**src/sv/ecpsm_pkg.sv**
```systemverilog
// shared constants, state encoding and register indexes for the ec point core
// no dependencies
`default_nettype none

package ecpsm_pkg;

   // widths of the fixed interface fields
   localparam int DATA_WIDTH      = 64;
   localparam int SCALAR_WIDTH    = 64;
   localparam int FIELD_WIDTH_DEF = 64;
   localparam int REQ_DATA_WIDTH  = 320;
   localparam int REQ_USER_WIDTH  = 4;
   localparam int RSP_DATA_WIDTH  = 128;
   localparam int CSR_ADDR_WIDTH  = 4;

   // register reset values before masking to the field width
   localparam logic [DATA_WIDTH-1:0] PRIME_RESET   = 64'hFFFF_FFFF_FFFF_FFC5;
   localparam logic [DATA_WIDTH-1:0] CURVE_A_RESET = 64'h0;

   // register index, taken from address bit 3
   localparam logic REG_PRIME   = 1'b0;
   localparam logic REG_CURVE_A = 1'b1;

   // operation codes
   typedef enum logic [1:0] {
      FUNC_ADD    = 2'd0,
      FUNC_DOUBLE = 2'd1,
      FUNC_SMUL   = 2'd2,
      FUNC_NONE   = 2'd3
   } func_type;

   // reduction order of the input operands
   typedef enum logic [2:0] {
      RED_CA  = 3'd0,
      RED_AX  = 3'd1,
      RED_AY  = 3'd2,
      RED_BX  = 3'd3,
      RED_BY  = 3'd4
   } red_type;

   typedef enum logic [5:0] {
      ST_IDLE,
      ST_RED,
      ST_DISPATCH,
      ST_MUL_NORM,
      ST_MUL_STEP,
      ST_MUL_FIN,
      ST_DBL_CHK,
      ST_DBL_POST,
      ST_DBL_M1,
      ST_DBL_A1,
      ST_DBL_A2,
      ST_DBL_A3,
      ST_DBL_M2,
      ST_DBL_M3,
      ST_DBL_A4,
      ST_DBL_S1,
      ST_DBL_S2,
      ST_DBL_M4,
      ST_DBL_S3,
      ST_ADD_CHK,
      ST_ADD_POST,
      ST_ADD_S1,
      ST_ADD_M1,
      ST_ADD_M2,
      ST_ADD_S2,
      ST_ADD_S3,
      ST_ADD_S4,
      ST_ADD_M3,
      ST_ADD_S5,
      ST_INV_TEST,
      ST_INV_DIV,
      ST_INV_QRED,
      ST_INV_MUL,
      ST_INV_UPD,
      ST_PT_DONE,
      ST_OUT
   } state_type;

endpackage

`default_nettype wire

```
**src/sv/ecpsm_div.sv**
```systemverilog
// bit-serial restoring divider giving quotient and remainder, one bit per cycle
// depends on ecpsm_pkg
`default_nettype none

module ecpsm_div #(
   parameter int W = ecpsm_pkg::FIELD_WIDTH_DEF
) (
   input  wire logic         clock,
   input  wire logic         reset,
   input  wire logic         start,
   input  wire logic [W-1:0] dividend,
   input  wire logic [W-1:0] divisor,
   output logic              done,
   output logic [W-1:0]      quotient,
   output logic [W-1:0]      remainder
);

   localparam int CW = $clog2(W + 1);

   logic          busy_ff, busy_in;
   logic          done_ff, done_in;
   logic [CW-1:0] cnt_ff, cnt_in;
   logic [W-1:0]  rem_ff, rem_in;
   logic [W-1:0]  nq_ff, nq_in;
   logic [W-1:0]  d_ff, d_in;
   logic [W:0]    trial;

   always_comb begin
      busy_in = busy_ff;
      done_in = 1'b0;
      cnt_in  = cnt_ff;
      rem_in  = rem_ff;
      nq_in   = nq_ff;
      d_in    = d_ff;
      trial   = {rem_ff, nq_ff[W-1]};
      if (start) begin
         busy_in = 1'b1;
         cnt_in  = CW'(W);
         rem_in  = '0;
         nq_in   = dividend;
         d_in    = divisor;
      end else if (busy_ff) begin
         // shift one dividend bit in, subtract when it fits
         if (trial >= {1'b0, d_ff}) begin
            rem_in = W'(trial - {1'b0, d_ff});
            nq_in  = {nq_ff[W-2:0], 1'b1};
         end else begin
            rem_in = trial[W-1:0];
            nq_in  = {nq_ff[W-2:0], 1'b0};
         end
         cnt_in = cnt_ff - CW'(1);
         if (cnt_ff == CW'(1)) begin
            busy_in = 1'b0;
            done_in = 1'b1;
         end
      end
   end

   always_ff @(posedge clock) begin
      if (reset) begin
         busy_ff <= 1'b0;
         done_ff <= 1'b0;
      end else begin
         busy_ff <= busy_in;
         done_ff <= done_in;
      end
   end

   always_ff @(posedge clock) begin
      cnt_ff <= cnt_in;
      rem_ff <= rem_in;
      nq_ff  <= nq_in;
      d_ff   <= d_in;
   end

   assign done      = done_ff;
   assign quotient  = nq_ff;
   assign remainder = rem_ff;

`ifndef SYNTHESIS
   a_done_after_busy: assert property (@(posedge clock) disable iff (reset)
      done_ff |-> $past(busy_ff))
      else $error("divider done without a running division");
   a_rem_below: assert property (@(posedge clock) disable iff (reset)
      done_ff |-> rem_ff < d_ff)
      else $error("divider remainder not below divisor");
   a_keeps_going: assert property (@(posedge clock) disable iff (reset)
      busy_ff && !start |=> busy_ff || done_ff)
      else $error("divider stopped without done");
`endif

endmodule

`default_nettype wire

```
**config.mk**
```make
export PLATFORM = sky130hd
export DESIGN_NAME = ecpsm_div
export DESIGN_NICKNAME = d
export VERILOG_FILES = /design/src/sv/ecpsm_pkg.sv /design/src/sv/ecpsm_div.sv
export SDC_FILE = /design/constraint.sdc
export NUM_CORES = 1
export LEC_CHECK = 0
export BUFFER_PORTS_ARGS = -buffer_cell sky130_fd_sc_hd__buf_2
export CELL_PAD_IN_SITES_DETAIL_PLACEMENT = 2
export CELL_PAD_IN_SITES_GLOBAL_PLACEMENT = 2
export CORE_MARGIN = 2
export CORE_UTILIZATION = 25
export DETAILED_ROUTE_END_ITERATION = 10
export GPL_ROUTABILITY_DRIVEN = 0
export GPL_TIMING_DRIVEN = 0
export PLACE_DENSITY = 0.65
export SKIP_LAST_GASP = 1
export SYNTH_ARGS = -nofsm -noshare
export SYNTH_HDL_FRONTEND = slang
export SYNTH_SLANG_ARGS = --single-unit
```
**constraint.sdc**
```tcl
create_clock -name clock -period 4.1 [get_ports clock]
set_input_delay 0.615 -clock clock [delete_from_list [all_inputs] [get_ports clock]]
set_output_delay 0.615 -clock clock [all_outputs]
set_load 0.02 [all_outputs]
```
# ---- Yosys cells after proc, flatten, opt, wreduce, memory -nomap -nowiden
# Cells that the tools add are included.
dict set report word_totals {
  register_bits 201
  word_cells 21
}
dict set report classes {
  add_sub_neg 2
  n_lt_le_gt_ge 1
  n_eq_ne 1
  muxes 8
  bitwise 1
  n_reduce_logical 2
}
# op count
set ops {}
lappend ops {{64-bit two-way mux} 3}
lappend ops {{65-bit by 64-bit >= comparator with 1-bit output} 1}
lappend ops {{64-bit subtractor} 1}
lappend ops {{7-bit by 1-bit equality test with 1-bit output, second input constant} 1}
lappend ops {{7-bit by 1-bit subtractor with 7-bit output, second input constant} 1}
lappend ops {{1-bit two-way mux} 5}
lappend ops {{3-bit OR reduction} 1}
lappend ops {{2-bit nonzero test} 1}
lappend ops {{1-bit inverter} 1}

# ---- Longest topological paths before layout
dict set report logic_depth {
  ltp_word 4
  ltp_mapped 16
  ltp_nobuf 13
}

# ---- Least setup slack after synthesis
# No wires, ideal clock.
dict set report synth_path {
  kind {reg-to-reg}
  from {reg nq_ff[63], in the netlist quotient[63]}
  to {reg rem_ff[60], in the netlist remainder[60]}
  setup_ns 0.060
  arrival_ns 2.840
  t_required_ns 4.040
  path_slack_ns 1.200
  stages_incl_launch_ff 13
  path_buffers 0
  path_cell_list {edfxtp_1 -> inv_1 -> ha_1 -> fa_1 -> nand2b_1 -> a21oi_1 -> o21ai_1 -> a31o_2 -> o221ai_2 -> a211oi_1 -> o311ai_1 -> mux2_2 -> nand2_1}
}
dict set report synth_via {
  elab_chain_len 2
}
# item line_no
set synth_lines {}
lappend synth_lines {{start: declaration} ecpsm_div.sv:24} ;# logic [W-1:0] nq_ff, nq_in;
lappend synth_lines {{start signal: assignment} ecpsm_div.sv:72} ;# nq_ff <= nq_in;
lappend synth_lines {{64-bit subtractor or 65-bit by 64-bit >= comparator with 1-bit output (tied branches)} {ecpsm_div.sv:45, ecpsm_div.sv:44}}
lappend synth_lines {{64-bit two-way mux (*)} ecpsm_div.sv:44} ;# if (trial >= {1'b0, d_ff}) begin
lappend synth_lines {{end signal: assignment} ecpsm_div.sv:71} ;# rem_ff <= rem_in;
lappend synth_lines {{end: declaration} ecpsm_div.sv:23} ;# logic [W-1:0] rem_ff, rem_in;
# Mark *: on every way between the ends. The rest lies on a longest branch, timed or not.
# A chain may end at the register's enable or synchronous reset.

# ---- Worst setup path in the final report
dict set report layout_path {
  from {reg d_ff[1]}
  to {reg rem_ff[47], in the netlist remainder[47]}
}
dict set report layout_via {
  elab_chain_len 2
}
# item line_no
set layout_lines {}
lappend layout_lines {{start: declaration} ecpsm_div.sv:25} ;# logic [W-1:0] d_ff, d_in;
lappend layout_lines {{start signal: assignment} ecpsm_div.sv:73} ;# d_ff <= d_in;
lappend layout_lines {{64-bit subtractor or 65-bit by 64-bit >= comparator with 1-bit output (tied branches)} {ecpsm_div.sv:45, ecpsm_div.sv:44}}
lappend layout_lines {{64-bit two-way mux (*)} ecpsm_div.sv:44}
# Marked as above.

==> impl_metrics.csv <==
group,metric,value,unit
logic_synthesis,syn-mean-instance-area,9.51,um^2
placement,hpwlAfterDp,38700,um
sta,fin_crit_sh,92.8,%
global_route,gr-usage-met2,34.9,%
logic_synthesis,synth_mux_area_share,6.70,%
sta,rsz0062_at_grt,"false",
global_route,grt_pass1_wl,76600,um
clock_network,clock_sinks,201,
min_path,holdPathEnd,"d_ff[14]$_DFFE_PP_",
logic_synthesis,syn_nets,1478,
critical_path,slowest_stage,"nor2_1",
die,io_pins,260,
global_route,grt_busiest_layer,"met2",
critical_path,reg2reg_depth,12,
global_route,grt_util_all_layers,19.9,%
logic_synthesis,synth_seq_area_share,43.6,%
die,rows,80,
cells_and_area,final_cells,2208,
logic_synthesis,ys_seq_elements,201,
logic_synthesis,yosys-top-cells-count,"nand2_1, edfxtp_1, a21oi_1",
logic_synthesis,synthFlopType,"edfxtp_1",
die,die-area,0.0505,mm^2
detailed_routing,detail_route.wl_per_cell,22.6,um
sta,final-setup-viol-count,0,
sta,skew,0.0552,ns
cells_and_area,area_growth,25.9,%
detailed_routing,vias,11200,
critical_path,r2r-start,"d_ff[1]$_DFFE_PP_",
global_route,grt_overflow,0,
clock_network,path_clk_slew,0.07,ns
clock_network,cts_hold_buf,0,
clock_network,cts_tree,"yes",
critical_path,cp_top_family,"compound AO/OA/AOI/OAI gates",
critical_path,crit_buf_inv,1,
critical_path,cp-end-kind,"flip-flop",
critical_path,critical_path_depth,12,
logic_synthesis,syn-cell-area,0.0122,mm^2
min_path,min_path_type,"input pin to flip-flop",
clock_network,htreeDepth,1,
detailed_routing,first_iter_violations,359,
die,start_util,25.4,%
power,powerDensity,422,mW/mm^2
clock_network,numCtsBuffers,28,
critical_path,path_cells,"inv_1 > ha_1 > nor2b_1 > o31a_1 > o21a_1 > o31ai_1 > a21oi_1 > nor2_1 > o21ai_1 > a31oi_1 > nor3_1 > o31a_1",
cells_and_area,diodes,0,
sta,worstMarginPinSlew,1.17,ns
logic_synthesis,synth_edf_count,128,
critical_path,slowest_delay,0.55,ns
outcome,status,"finished, final reports clean",
min_path,hold_depth,1,
power,max-vdd-ir-drop,0.396,mV
detailed_routing,firstDrtPassIters,5,
detailed_routing,drt-total-wl,50000,um
logic_synthesis,synthCells,1280,
global_route,use_met1,25.0,%
logic_synthesis,synth.distinct_cells,79,
logic_synthesis,synth_top_area_share,31.6,%
detailed_routing,ant_nets,0,
logic_synthesis,yosysMostFrequentCell,"nand2_1",
clock_network,clkLatencyLatePin,0.60,ns
detailed_routing,vias_per_cell,5.05,
cells_and_area,postLayoutCellArea,0.0153,mm^2
clock_network,clockBufferDepth,3,
global_route,antenna_found_initial,2,
detailed_routing,drc,0,
logic_synthesis,yosys_warnings,0,
logic_synthesis,synth_compound_area_share,18.8,%
logic_synthesis,synth-adder-area-share,6.95,%
placement,place_inst,2156,
critical_path,critPathMaxFanout,4,
critical_path,cp-start-kind,"flip-flop",
min_path,holdCritStartpoint,"divisor[14]",
logic_synthesis,synthSimpleGateAreaFrac,14.7,%
power,total_leakage_power,6.62,nW
sta,period_minus_slack,3.80,ns
die,dieHeight,225,um
sta,finalHoldViolCount,0,
die,core,0.0478,mm^2
cells_and_area,drive_gt1_share,26.7,%
sta,slew_viol_final,0,
global_route,grt_max_degree,66,
logic_synthesis,synth_xor_area_share,3.89,%
logic_synthesis,synth_top_family_by_area,"compound AO/OA/AOI/OAI gates",
critical_path,critPathRequiredTime,4.59,ns
critical_path,path_class,"flip-flop to flip-flop",
critical_path,worst-endpoint-arrival,4.29,ns
critical_path,critPathMostFrequentCell,"o31a_1",
clock_network,cts_root_buf,"clkbuf_16",
global_route,first_global_vias,12400,
logic_synthesis,synthArstFlopShare,0,%
placement,placed_area,0.0143,mm^2
logic_synthesis,yosys.area.top_type,"edfxtp_1",
placement,place.port_buffers,259,
sta,slew_headroom,21.7,%
cells_and_area,fin_nets,1769,
logic_synthesis,synthTopCellsByArea,"edfxtp_1, dfxtp_1, ha_1",
critical_path,reg2reg_to,"remainder[47]$_SDFFE_PP0P_",
die,die_x,225,um
critical_path,r2r_slack,0.30,ns
clock_network,post-cts-setup-buffers,0,
sta,timing.fmax,263,MHz
run,max_cap_violations,0,
global_route,met3_usage,4.66,%
## cells in the final DEF, fill, tap and decap left out, types with 22 or more instances in the layout
cell type / instances
a311oi_1: 29
xor2_1: 28
nor2_1: 94
a21oi_1: 100
o21ai_0: 40
ha_1: 66
mux2_2: 68
nand3_1: 24
clkbuf_1: 48
buf_2: 271
nand4_1: 22
inv_1: 92
nand2_1: 141
clkbuf_16: 31
dfxtp_1: 73
a21o_1: 39
xnor2_1: 26
edfxtp_1: 128
## metrics by stage
step / total power [mW] / hold WS (ns) / setup slack (ns) / utilization (%) / TNS, ns
5_1_grt: 6.79 / 0.158 / 0.0372 / 32.0 / 0
2_1_floorplan: 3.36 / 0.461 / 1.20 / - / 0
3_5_place_dp: 3.89 / 0.487 / -0.0305 / 29.9 / -0.0758
3_3_place_gp: 3.85 / 0.481 / -1.31 / 29.8 / -86.41
6_report: 6.46 / 0.186 / 0.297 / 32.0 / 0
4_1_cts: 6.57 / 0.142 / 0.0758 / 32.0 / 0
## registers in the layout, indices dropped and copies added, names as in the netlist
name	cells
busy_ff	1
remainder	64
cnt_ff	7
d_ff	64
done	1
quotient	64
## metal layers
| metal | part of all wire (%) | wire length, um |
|---|---|---|
| met2 | 49 | 24400 |
| met3 | 5.9 | 2940 |
| met5 | 0.054 | 27 |
| met1 | 44 | 21800 |
| met4 | 1.6 | 807 |
## cell families after synthesis
logic type	after synthesis
AOI/OAI and AO/OA	344
xor gates and xnor gates	54
adders and majority gates	67
buffers and inverters	162
DFF	201
muxes	73
and+or+nand+nor	379
## worst max path at each step
stage,startpoint,end
6_report,d_ff[1]$_DFFE_PP_,remainder[47]$_SDFFE_PP0P_
5_1_grt,remainder[45]$_SDFFE_PP0P_,remainder[10]$_SDFFE_PP0P_
4_1_cts,remainder[55]$_SDFFE_PP0P_,remainder[21]$_SDFFE_PP0P_
3_5_place_dp,remainder[55]$_SDFFE_PP0P_,remainder[57]$_SDFFE_PP0P_
3_3_place_gp,start,quotient[45]$_DFFE_PP_
2_1_floorplan,quotient[63]$_DFFE_PP_,remainder[60]$_SDFFE_PP0P_
## where the power goes
| group | internal, mW | switching (mW) |
|---|---|---|
| clock network | 1.59 | 1.02 |
| registers | 2.34 | 0.113 |
| logic | 0.495 | 0.889 |
| total | 4.43 | 2.03 |
## layout make-up
class                      instances  area (um^2)
buffer                            69          309
clock buffer                      40          860
clock inverter                    12          148
fill                            5386        32500
inverter                          93          352
multi-input combinational        917         6230
sequential                       201         5310
tap                              615          769
timing repair buffer             261         1350
## timing repair
action / CTS / global route
pin swaps: 0 / 0
setup endpoints to repair: 6 / 38
resized for setup: 1 / 13
(Power assumes the default switching activity.)
