==> config.mk <==
export PLATFORM = sky130hd
export DESIGN_NAME = ecpsm_mul
export DESIGN_NICKNAME = d
export VERILOG_FILES = /design/src/sv/ecpsm_pkg.sv /design/src/sv/ecpsm_mul.sv
export SDC_FILE = /design/constraint.sdc
export NUM_CORES = 1
export LEC_CHECK = 0
export BUFFER_PORTS_ARGS = -buffer_cell sky130_fd_sc_hd__buf_2
export CAP_MARGIN = 20
export CORE_MARGIN = 5
export CORE_UTILIZATION = 47
export DETAILED_ROUTE_END_ITERATION = 12
export MAX_ROUTING_LAYER = met4
export PLACE_DENSITY = 0.66
export SLEW_MARGIN = 40
export SYNTH_ARGS = -nofsm -noshare
export SYNTH_HDL_FRONTEND = slang
export SYNTH_SLANG_ARGS = --single-unit
==> constraint.sdc <==
create_clock -name clock -period 5.9 [get_ports clock]
set_input_delay 0.59 -clock clock [delete_from_list [all_inputs] [get_ports clock]]
set_output_delay 0.59 -clock clock [all_outputs]
set_load 0.05 [all_outputs]
==> src/sv/ecpsm_pkg.sv <==
// shared constants, state encoding and register indexes for the ec point core
// no dependencies
`default_nettype none

package ecpsm_pkg;

   // widths of the fixed interface fields
   localparam int DATA_WIDTH      = 64;
   localparam int SCALAR_WIDTH    = 64;
   localparam int FIELD_WIDTH_DEF = 64;
   localparam int REQ_DATA_WIDTH  = 320;
   localparam int REQ_USER_WIDTH  = 4;
   localparam int RSP_DATA_WIDTH  = 128;
   localparam int CSR_ADDR_WIDTH  = 4;

   // register reset values before masking to the field width
   localparam logic [DATA_WIDTH-1:0] PRIME_RESET   = 64'hFFFF_FFFF_FFFF_FFC5;
   localparam logic [DATA_WIDTH-1:0] CURVE_A_RESET = 64'h0;

   // register index, taken from address bit 3
   localparam logic REG_PRIME   = 1'b0;
   localparam logic REG_CURVE_A = 1'b1;

   // operation codes
   typedef enum logic [1:0] {
      FUNC_ADD    = 2'd0,
      FUNC_DOUBLE = 2'd1,
      FUNC_SMUL   = 2'd2,
      FUNC_NONE   = 2'd3
   } func_type;

   // reduction order of the input operands
   typedef enum logic [2:0] {
      RED_CA  = 3'd0,
      RED_AX  = 3'd1,
      RED_AY  = 3'd2,
      RED_BX  = 3'd3,
      RED_BY  = 3'd4
   } red_type;

   typedef enum logic [5:0] {
      ST_IDLE,
      ST_RED,
      ST_DISPATCH,
      ST_MUL_NORM,
      ST_MUL_STEP,
      ST_MUL_FIN,
      ST_DBL_CHK,
      ST_DBL_POST,
      ST_DBL_M1,
      ST_DBL_A1,
      ST_DBL_A2,
      ST_DBL_A3,
      ST_DBL_M2,
      ST_DBL_M3,
      ST_DBL_A4,
      ST_DBL_S1,
      ST_DBL_S2,
      ST_DBL_M4,
      ST_DBL_S3,
      ST_ADD_CHK,
      ST_ADD_POST,
      ST_ADD_S1,
      ST_ADD_M1,
      ST_ADD_M2,
      ST_ADD_S2,
      ST_ADD_S3,
      ST_ADD_S4,
      ST_ADD_M3,
      ST_ADD_S5,
      ST_INV_TEST,
      ST_INV_DIV,
      ST_INV_QRED,
      ST_INV_MUL,
      ST_INV_UPD,
      ST_PT_DONE,
      ST_OUT
   } state_type;

endpackage

`default_nettype wire

==> src/sv/ecpsm_mul.sv <==
// bit-serial modular multiplier, msb first double-and-add, one modular add per cycle
// depends on ecpsm_pkg
`default_nettype none

module ecpsm_mul #(
   parameter int W = ecpsm_pkg::FIELD_WIDTH_DEF
) (
   input  wire logic         clock,
   input  wire logic         reset,
   input  wire logic         start,
   input  wire logic [W-1:0] op_a,
   input  wire logic [W-1:0] op_b,
   input  wire logic [W-1:0] modulus,
   output logic              done,
   output logic [W-1:0]      product
);

   localparam int CW = $clog2(W + 1);

   logic         busy_ff, busy_in;
   logic         ph_ff, ph_in;
   logic         done_ff, done_in;
   logic [CW-1:0] cnt_ff, cnt_in;
   logic [W-1:0] r_ff, r_in;
   logic [W-1:0] a_ff, a_in;
   logic [W-1:0] b_ff, b_in;
   logic [W-1:0] p_ff, p_in;

   function automatic logic [W-1:0] fadd(input logic [W-1:0] x, input logic [W-1:0] y,
                                         input logic [W-1:0] m);
      logic [W:0] s;
      s = {1'b0, x} + {1'b0, y};
      if (s >= {1'b0, m}) begin
         s = s - {1'b0, m};
      end
      return s[W-1:0];
   endfunction

   always_comb begin
      busy_in = busy_ff;
      ph_in   = ph_ff;
      done_in = 1'b0;
      cnt_in  = cnt_ff;
      r_in    = r_ff;
      a_in    = a_ff;
      b_in    = b_ff;
      p_in    = p_ff;
      if (start) begin
         busy_in = 1'b1;
         ph_in   = 1'b0;
         cnt_in  = CW'(W);
         r_in    = '0;
         a_in    = op_a;
         b_in    = op_b;
         p_in    = modulus;
      end else if (busy_ff) begin
         if (!ph_ff) begin
            // doubling half of the step
            r_in  = fadd(r_ff, r_ff, p_ff);
            ph_in = 1'b1;
         end else begin
            if (b_ff[W-1]) begin
               r_in = fadd(r_ff, a_ff, p_ff);
            end
            b_in   = b_ff << 1;
            cnt_in = cnt_ff - CW'(1);
            ph_in  = 1'b0;
            if (cnt_ff == CW'(1)) begin
               busy_in = 1'b0;
               done_in = 1'b1;
            end
         end
      end
   end

   always_ff @(posedge clock) begin
      if (reset) begin
         busy_ff <= 1'b0;
         done_ff <= 1'b0;
         ph_ff   <= 1'b0;
      end else begin
         busy_ff <= busy_in;
         done_ff <= done_in;
         ph_ff   <= ph_in;
      end
   end

   always_ff @(posedge clock) begin
      cnt_ff <= cnt_in;
      r_ff   <= r_in;
      a_ff   <= a_in;
      b_ff   <= b_in;
      p_ff   <= p_in;
   end

   assign done    = done_ff;
   assign product = r_ff;

`ifndef SYNTHESIS
   a_done_after_busy: assert property (@(posedge clock) disable iff (reset)
      done_ff |-> $past(busy_ff))
      else $error("multiplier done without a running product");
   a_no_restart: assert property (@(posedge clock) disable iff (reset)
      busy_ff && !start |=> busy_ff || done_ff)
      else $error("multiplier stopped without done");
   a_result_reduced: assert property (@(posedge clock) disable iff (reset)
      done_ff |-> r_ff < p_ff)
      else $error("multiplier result not reduced");
`endif

endmodule

`default_nettype wire

Word-level counts from Yosys, hierarchy flattened
Index checks and enable logic that the tools add are counted.
{"block": "classes", "addsub": 5, "n_lt_le_gt_ge": 2, "bitwise": 2, "mux": 13, "n_eq_ne": 2, "reduce_logical": 7}
{"operator": "64-bit 2-to-1 mux", "count": 7}
{"operator": "64-bit by 64-bit adder with 65-bit output", "count": 2}
{"operator": "65-bit by 64-bit greater-or-equal comparator with 1-bit output", "count": 2}
{"operator": "64-bit subtractor", "count": 2}
{"operator": "7-bit by 1-bit == test with 1-bit output, second input constant", "count": 1}
{"operator": "7-bit by 1-bit subtractor with 7-bit output, second input constant", "count": 1}
{"operator": "1-bit 2-to-1 mux", "count": 6}
{"operator": "2-bit AND reduction", "count": 3}
{"operator": "2-bit nonzero test", "count": 2}
{"operator": "4-bit OR reduction", "count": 1}
{"operator": "2-bit by 1-bit != test with 1-bit output, second input constant", "count": 1}
{"operator": "1-bit inverter", "count": 2}
{"operator": "2-bit OR reduction", "count": 1}
{"block": "totals", "input_bits": 195, "out_inout_bits": 65, "ff_bits": 266, "elab_cells": 39}

Logic depth before layout (Yosys ltp)
Gate-level depths: netlist of run 1.
{"block": "depth", "depth_word": 5, "ltp_mapped": 26, "depth_no_buf": 23}

Least setup slack after synthesis of run 1
No wires, ideal clock.
{"block": "synth_path", "kind": "register to register", "start": "reg r_ff[0], in the netlist product[0]", "end": "reg r_ff[24], in the netlist product[24]", "path_buffers": 2, "setup_slack_ns": 0.204, "arrival_ns": 5.579, "required_time_ns": 5.783, "path_stages_with_launch": 26, "setup_time_ns": 0.117, "synth_period_minus_slack_ns": 5.696, "path_cell_list": "dfxtp_1 -> ha_1 -> fa_1 -> a21oi_1 -> o211ai_1 -> a21oi_2 -> o21ai_0 -> a2111oi_2 -> nor3_1 -> a21oi_1 -> a21oi_1 -> or3_1 -> and2_1 -> ha_1 -> a21oi_1 -> nor2b_1 -> o21a_1 -> o211ai_1 -> nand4_1 -> or3_1 -> a311oi_2 -> buf_4 -> buf_4 -> mux2i_1 -> nand2_1 -> a32o_1"}
{"block": "synth_between", "elab_chain_len": 5, "word_cells_on_any_way": 10, "cone_classes": "4 x add/sub; 2 x order compare; 4 x mux"}
{"element": "from (decl)", "line_no": "ecpsm_mul.sv:24", "rtl": "logic [W-1:0] r_ff, r_in;"}
{"element": "from (signal assigned)", "line_no": "ecpsm_mul.sv:90", "rtl": "r_ff <= r_in;"}
{"element": "64-bit by 64-bit adder with 65-bit output", "line_no": "ecpsm_mul.sv:32", "rtl": "s = {1'b0, x} + {1'b0, y};"}
{"element": "64-bit subtractor / 65-bit by 64-bit greater-or-equal comparator with 1-bit output (equally long branches)", "line_no": "ecpsm_mul.sv:34, ecpsm_mul.sv:33"}
{"element": "64-bit 2-to-1 mux", "line_no": "ecpsm_mul.sv:33", "rtl": "if (s >= {1'b0, m}) begin"}
{"element": "64-bit 2-to-1 mux", "line_no": "ecpsm_mul.sv:62", "rtl": "if (b_ff[W-1]) begin"}
{"element": "64-bit 2-to-1 mux (*)", "line_no": "ecpsm_mul.sv:57", "rtl": "if (!ph_ff) begin"}
Every way passes the cells marked *; elsewhere a longest branch is shown, timed or not. The select of a mux whose other input is x is not followed.
A chain may end at the register's enable or synchronous reset.

Final worst setup path of run 1
{"block": "layout_path", "start": "reg a_ff[12]", "end": "reg r_ff[24], in the netlist product[24]"}
{"block": "layout_between", "elab_chain_len": 5, "word_cells_on_any_way": 6, "cone_classes": "2 x add/sub; 1 x order compare; 3 x mux"}
{"element": "from (decl)", "line_no": "ecpsm_mul.sv:25", "rtl": "logic [W-1:0] a_ff, a_in;"}
{"element": "from (signal assigned)", "line_no": "ecpsm_mul.sv:91", "rtl": "a_ff <= a_in;"}
{"element": "64-bit by 64-bit adder with 65-bit output (*)", "line_no": "ecpsm_mul.sv:32"}
{"element": "64-bit subtractor / 65-bit by 64-bit greater-or-equal comparator with 1-bit output (equally long branches)", "line_no": "ecpsm_mul.sv:34, ecpsm_mul.sv:33"}
{"element": "64-bit 2-to-1 mux (*)", "line_no": "ecpsm_mul.sv:33"}
{"element": "64-bit 2-to-1 mux (*)", "line_no": "ecpsm_mul.sv:62"}
{"element": "64-bit 2-to-1 mux (*)", "line_no": "ecpsm_mul.sv:57"}
Marks and branches as above.

==> results of run 1 <==
-- cell usage after synthesis (4+ instances only) --
| master | instances |
|---|---|
| xnor2_1 | 90 |
| a311oi_1 | 5 |
| xor2_1 | 92 |
| nand2_1 | 247 |
| mux2i_1 | 24 |
| nor3_1 | 48 |
| inv_1 | 117 |
| nand4_1 | 67 |
| o21a_1 | 22 |
| a31o_2 | 9 |
| a211oi_1 | 41 |
| a21boi_0 | 8 |
| nand3_1 | 50 |
| and2_1 | 17 |
| nor2b_1 | 19 |
| o211a_1 | 7 |
| o31ai_1 | 17 |
| nor2_1 | 148 |
| buf_2 | 30 |
| clkbuf_1 | 112 |
| o22ai_1 | 4 |
| or3_1 | 14 |
| and4_1 | 7 |
| a41oi_1 | 6 |
| buf_4 | 5 |
| a31oi_1 | 34 |
| mux2_2 | 71 |
| a21oi_1 | 256 |
| ha_1 | 194 |
| o211ai_1 | 78 |
| a21o_1 | 100 |
| o21ai_0 | 139 |
| a32o_1 | 29 |
| nand2b_1 | 21 |
| nor4_1 | 14 |
| and3_1 | 13 |
| dfxtp_1 | 74 |
| o41ai_1 | 10 |
| o21ai_1 | 13 |
| o221ai_1 | 6 |
| a221oi_1 | 6 |
| edfxtp_1 | 192 |
| or2_2 | 8 |
| a2111oi_0 | 7 |
| o21bai_1 | 39 |
-- power breakdown --
group / leakage (nW) / internal (W) / switching, W / total [W]
clock: 0.526 / 0.00119 / 0.000876 / 0.00207
combinational: 9.33 / 0.00222 / 0.00321 / 0.00543
sequential: 2.49 / 0.00218 / 0.0000958 / 0.00228
-- registers in the layout, indices dropped and copies added (netlist names) --
signal   cells
b_ff        64
p_ff        64
busy_ff      1
done         1
ph_ff        1
cnt_ff       7
product     64
a_ff        64
-- stage by stage --
stage / instance area, um2 / setup slack (ps)
2_1_floorplan: 22600 / 204
3_3_place_gp: 26300 / -284
4_1_cts: 27400 / 12.3
5_1_grt: 28000 / -50.2
3_5_place_dp: 26300 / -346
6_report: 28000 / 143
-- cell usage in the layout, fill, tap and decap left out, drive strengths merged, types with 18 or more instances in the layout --
master,n
xnor2,90
o21bai,39
inv,119
nand4,67
nand2b,21
a32o,29
o21a,22
o21ai,152
a21o,100
mux2,71
a211oi,42
mux2i,24
buf,553
ha,194
o31ai,18
nor2,148
and2,18
nor3,49
a31oi,35
nor2b,19
xor2,92
o211ai,79
nand2,247
clkbuf,44
a21oi,259
dfxtp,74
edfxtp,192
nand3,50
-- repair_timing --
item	CTS	global route
endpoints found under the setup margin	62	64
buffers inserted	0	14
cloned	0	1
hold buffers	0	0
gates resized for setup	8	75
pin swaps	4	32
-- how the worst min path moves through the flow --
stage	to	slack (ps)	cells after the start
floorplan	cnt_ff[6]	460	2
global placement	cnt_ff[6]	470	2
detailed placement	cnt_ff[6]	480	2
CTS	p_ff[55]	160	1
global route	p_ff[55]	180	1
finish	p_ff[55]	190	1
-- per-layer routing --
metal  wire length, um  vias to the layer above  track usage [%]
li1                  -                    10600                -
met1             36600                    10700             42.3
met2             39500                     1163             51.3
met3              6570                      192             4.17
met4              3600                        0             10.4
met5                 0                        -                -
-- layout make-up --
class | count | area [um2] | area share, %
multi-input cells | 2049 | 14800 | 52.8
flip-flops and latches | 266 | 7250 | 25.9
diodes | 1 | 2.50 | 0.00895
inverters | 119 | 447 | 1.60
clock buffers | 42 | 901 | 3.22
well taps | 615 | 769 | 2.75
repair buffers | 555 | 3650 | 13.1
clock inverters | 19 | 193 | 0.689
-- cell families (layout without fill, tap and decap cells) --
family | Yosys count | in the layout | synth area share, %
simple gates | 689 | 689 | 14.4
buf+inv | 269 | 735 | 4.79
flops | 266 | 266 | 32.1
xor+xnor | 182 | 182 | 7.05
fa+ha+maj | 197 | 197 | 11.0
compound gates | 886 | 886 | 26.1
other cells | 0 | 1 | 0
mux | 95 | 95 | 4.60
==> results.toml, run 1 <==
[synthesis]
synthTopCellsByArea = "edfxtp_1, ha_1, dfxtp_1"
ys_warn_count = 0
synth_seq_cells = 266
synth-main-ff-cell = "edfxtp_1"
syn_area_per_cell_um2 = 8.75
post-synth-top-area-cell = "edfxtp_1"
synthDistinctLibCells = 92
netlist_area_um2 = 22600
netlist_instances = 2584
synthDominantCellAreaShare_pct = 25.5
synth_edf_count = 192
ys_seq_area_share_pct = 32.1
synthArstFlopShare_pct = 0
synth.net_count = 2976

[timing]
slew_headroom_pct = 43.0
finClkSkew_ps = 41.8
layout_min_cycle_time_ps = 5760
period_share_pct = 97.6
holdWs_ps = 186
fin_tns_setup_ps = 0
hold_viol = 0
finalSetupViolCount = 0
worst_pin_slew_ps = 849
rsz0062_at_grt = "true"
fmax_mhz = 174
drv_slew = 0

[detailed_routing]
drcViolationCount = 0
wl_per_cell_um = 23.6
vias = 22700
drtAntennaViolNets = 0
first_pass_iters = 6
drt_first_iter_violations = 2400
routed_wl_um = 86300
via_per_inst = 6.19

[grt]
grt_first_pass_wirelength_um = 129000
antenna_found_initial = 1
grt_max_degree = 84
grt-ovfl-total = 0
track_usage_pct = 32.0
grt_pass1_vias = 21800

[layout]
drive_gt1_share_pct = 25.7
syn_to_final_growth_pct = 23.8
nets = 3417
fillers = 4303
utilization_pct = 58.7
finalNonFillerCells = 3666

[power_and_ir_drop]
finalPower_w = 0.00978
vdd_drop_max_mv = 0.247
p_per_area_nw_per_um2 = 350
p_leak_nw = 12.3

[setup_path]
crit_fanout = 6
r2r_slack_ps = 140
crit_buf_inv = 4
crit_family = "compound AO/OA/AOI/OAI gates"
critPathCapture = "product[24]"
regToRegEndpoint = "product[24]"
worstSetupStartpointType = "flip-flop"
end_kind = "flip-flop"
required_ps = 6340
cp-startpoint = "a_ff[12]"
crit_slowest_cell = "edfxtp_1"
critical_path.max_stage_delay_ps = 420
critPathKind = "flip-flop to flip-flop"
worstRegToRegCells = 25
worstReg2RegStart = "a_ff[12]"
crit_arrival_ps = 6200
crit_cells = 25

[clock_network]
cts.clk_slew.worst_paths_ps = 70
cts_num_sinks = 266
root_buffer = "clkbuf_16"
cts_max_path_buffers = 3
cts.htree.levels = 2
clk_latency_ps = 570
cts_tree = "yes"
numCtsBuffers = 34

[floorplan]
core_um2 = 47600
start_util_pct = 47.4
die_area_um2 = 52600
die_h_um = 229
io_pins = 260
rows = 80
die_x_um = 229

[placed_design]
portBuffers = 259
globalplace.congestion = 1.01
dp_cells = 3589
dp_hpwl_um = 69200

[worst_hold_path]
worstHoldStart = "modulus[55]"
worstHoldPathType = "input port to flip-flop"

[outcome]
run_status = "finished, final reports clean"

[job]
cap_violations = 0
No activity file was read; power rests on OpenSTA's default activity.
==> inputs of run 2 (changes only) <==
--- a/config.mk
+++ b/config.mk
@@ -7,6 +7,7 @@
 export LEC_CHECK = 0
 export BUFFER_PORTS_ARGS = -buffer_cell sky130_fd_sc_hd__buf_2
 export CAP_MARGIN = 20
+export CORE_ASPECT_RATIO = 0.6
 export CORE_MARGIN = 5
 export CORE_UTILIZATION = 47
 export DETAILED_ROUTE_END_ITERATION = 12
==> run 2 against run 1 <==
  * First-iteration DRC count rose by 21%
  * Non-clock buffer count rose by 48
  * Design area rose by 1.8%
  * Critical path depth rose by 1
  * Core utilization rose by 0.97 points
  * Sequential cell count did not move
  * Fmax fell by 1.5%
==> results.toml, run 2 (same netlist as run 1, synthesis figures left out) <==
[power_and_ir_drop]
p_switching_w = 0.00438
comb_power_share_pct = 59.0
clockPowerShare_pct = 17.9
p_per_area_nw_per_um2 = 345
finalPower_w = 0.00982
swShare_pct = 44.6
seq_power_share_pct = 23.1
p_int_w = 0.00544
p_leak_nw = 12.6
vdd_drop_max_mv = 0.265

[outcome]
run_status = "finished, final reports clean"

[setup_path]
end_kind = "flip-flop"
crit_arrival_ps = 6320
worstSetupStartpointType = "flip-flop"
required_ps = 6380
critPathKind = "flip-flop to flip-flop"
crit_fanout = 8
r2r_slack_ps = 50

[timing]
hold_viol = 0
fmax_mhz = 171
drv_slew = 0
period_share_pct = 99.1
layout_min_cycle_time_ps = 5850
slew_headroom_pct = 43.7
finClkSkew_ps = 35.6
rsz0062_at_grt = "true"
finalSetupViolCount = 0
worst_pin_slew_ps = 840
fin_tns_setup_ps = 0

[floorplan]
start_util_pct = 47.4
die_h_um = 180
core_um2 = 47700
io_pins = 260
die_x_um = 293
rows = 62
die_area_um2 = 52700

[clock_network]
cts.clk_slew.worst_paths_ps = 70
numCtsBuffers = 28
cts.htree.levels = 1
cts_tree = "yes"
ctsHoldBuffers = 0
cts_num_sinks = 266
root_buffer = "clkbuf_16"
cts_max_path_buffers = 3
clk_latency_ps = 610

[worst_hold_path]
worstHoldPathType = "input port to flip-flop"

[grt]
track_usage_pct = 33.6
grt_pass1_vias = 21800
grt-ovfl-total = 0
grt_max_degree = 81
grt_first_pass_wirelength_um = 135000
antenna_found_initial = 5

[layout]
nets = 3459
finalNonFillerCells = 3735
layout_common_cells = "buf_4, buf_2, nand2_1, a21oi_1, edfxtp_1"
multi_input_area_um2 = 15000
drive_gt1_share_pct = 28.7
seq_area_um2 = 7250
fillers = 4235
final_common_cell = "buf_4"
syn_to_final_growth_pct = 26.0

[placed_design]
globalplace.congestion = 1.03
dp_cells = 3649
dp_hpwl_um = 71900
portBuffers = 259

[detailed_routing]
vias = 23400
wl_per_cell_um = 24.4
drtAntennaViolNets = 0
drt_first_iter_violations = 2903
via_per_inst = 6.27
first_pass_iters = 6
drcViolationCount = 0
routed_wl_um = 91200

[job]
cap_violations = 0
run 2: worst paths after layout:
kind / startpoint / end / cells after the start
setup reg to reg: a_ff[2] / product[43] / 26
setup / recovery: a_ff[2] / product[43] / 26
hold / removal: op_a[62] / a_ff[62] / 1
hold reg to reg: cnt_ff[6] / cnt_ff[6] / 2
run 2: repair_timing:
item	in CTS	in global routing
endpoints found under the setup margin	64	64
buffers inserted	18	10
cloned	1	0
pin swaps	39	61
resized for setup	56	117
run 2: power groups by stage:
stage                     combinational, W  sequential, W  clock [W]
after floorplan                    0.00305        0.00246          0
after global placement             0.00513        0.00230          0
after detailed placement           0.00516        0.00231          0
after CTS                          0.00539        0.00227    0.00178
after global routing               0.00615        0.00228    0.00186
final                              0.00580        0.00227    0.00176
run 2: routing by layer:
metal	track usage (%)	vias to the layer above	routed length, um
met5	-	-	0
li1	-	10700	-
met4	6.22	0	1860
met2	43.4	1316	35500
met3	10.1	119	11200
met1	51.3	11300	42700
run 2: per-stage QoR:
stage / worst slack [ps] / util [%] / hold slack, ps / cell area [um2]
after global routing: -138 / 59.7 / 133 / 28500
after floorplan: 204 / - / 457 / 22600
after detailed placement: -497 / 55.7 / 489 / 26600
after global placement: -381 / 55.6 / 472 / 26500
after CTS: -66.5 / 58.3 / 127 / 27800
final: 53.9 / 59.7 / 155 / 28500
run 2: final cells by class:
| type | count | share of cell area (%) |
|---|---|---|
| Antenna cell | 6 | 0.0527 |
| Clock buffer | 31 | 2.57 |
| Clock inverter | 21 | 0.510 |
| Inverter | 119 | 1.58 |
| Multi-Input combinational cell | 2049 | 52.8 |
| Sequential cell | 266 | 25.5 |
| Tap cell | 640 | 2.81 |
| Timing Repair Buffer | 603 | 14.2 |
run 2: critical path, cell delays in order, from the launching register on:
cell	delay (ps)
edfxtp_1	370
ha_2	210
buf_4	140
o211ai_1	300
o21ai_2	140
a221oi_2	290
buf_4	170
a2111oi_4	70
buf_6	170
nor3_4	330
buf_6	220
o21ai_1	110
buf_4	170
xor2_2	270
ha_2	420
inv_1	80
o21bai_1	90
a21o_1	220
a211oi_1	300
buf_4	200
o41ai_1	120
buf_4	190
o21ai_0	460
xnor2_1	200
mux2i_1	170
a21oi_1	90
a22o_1	190
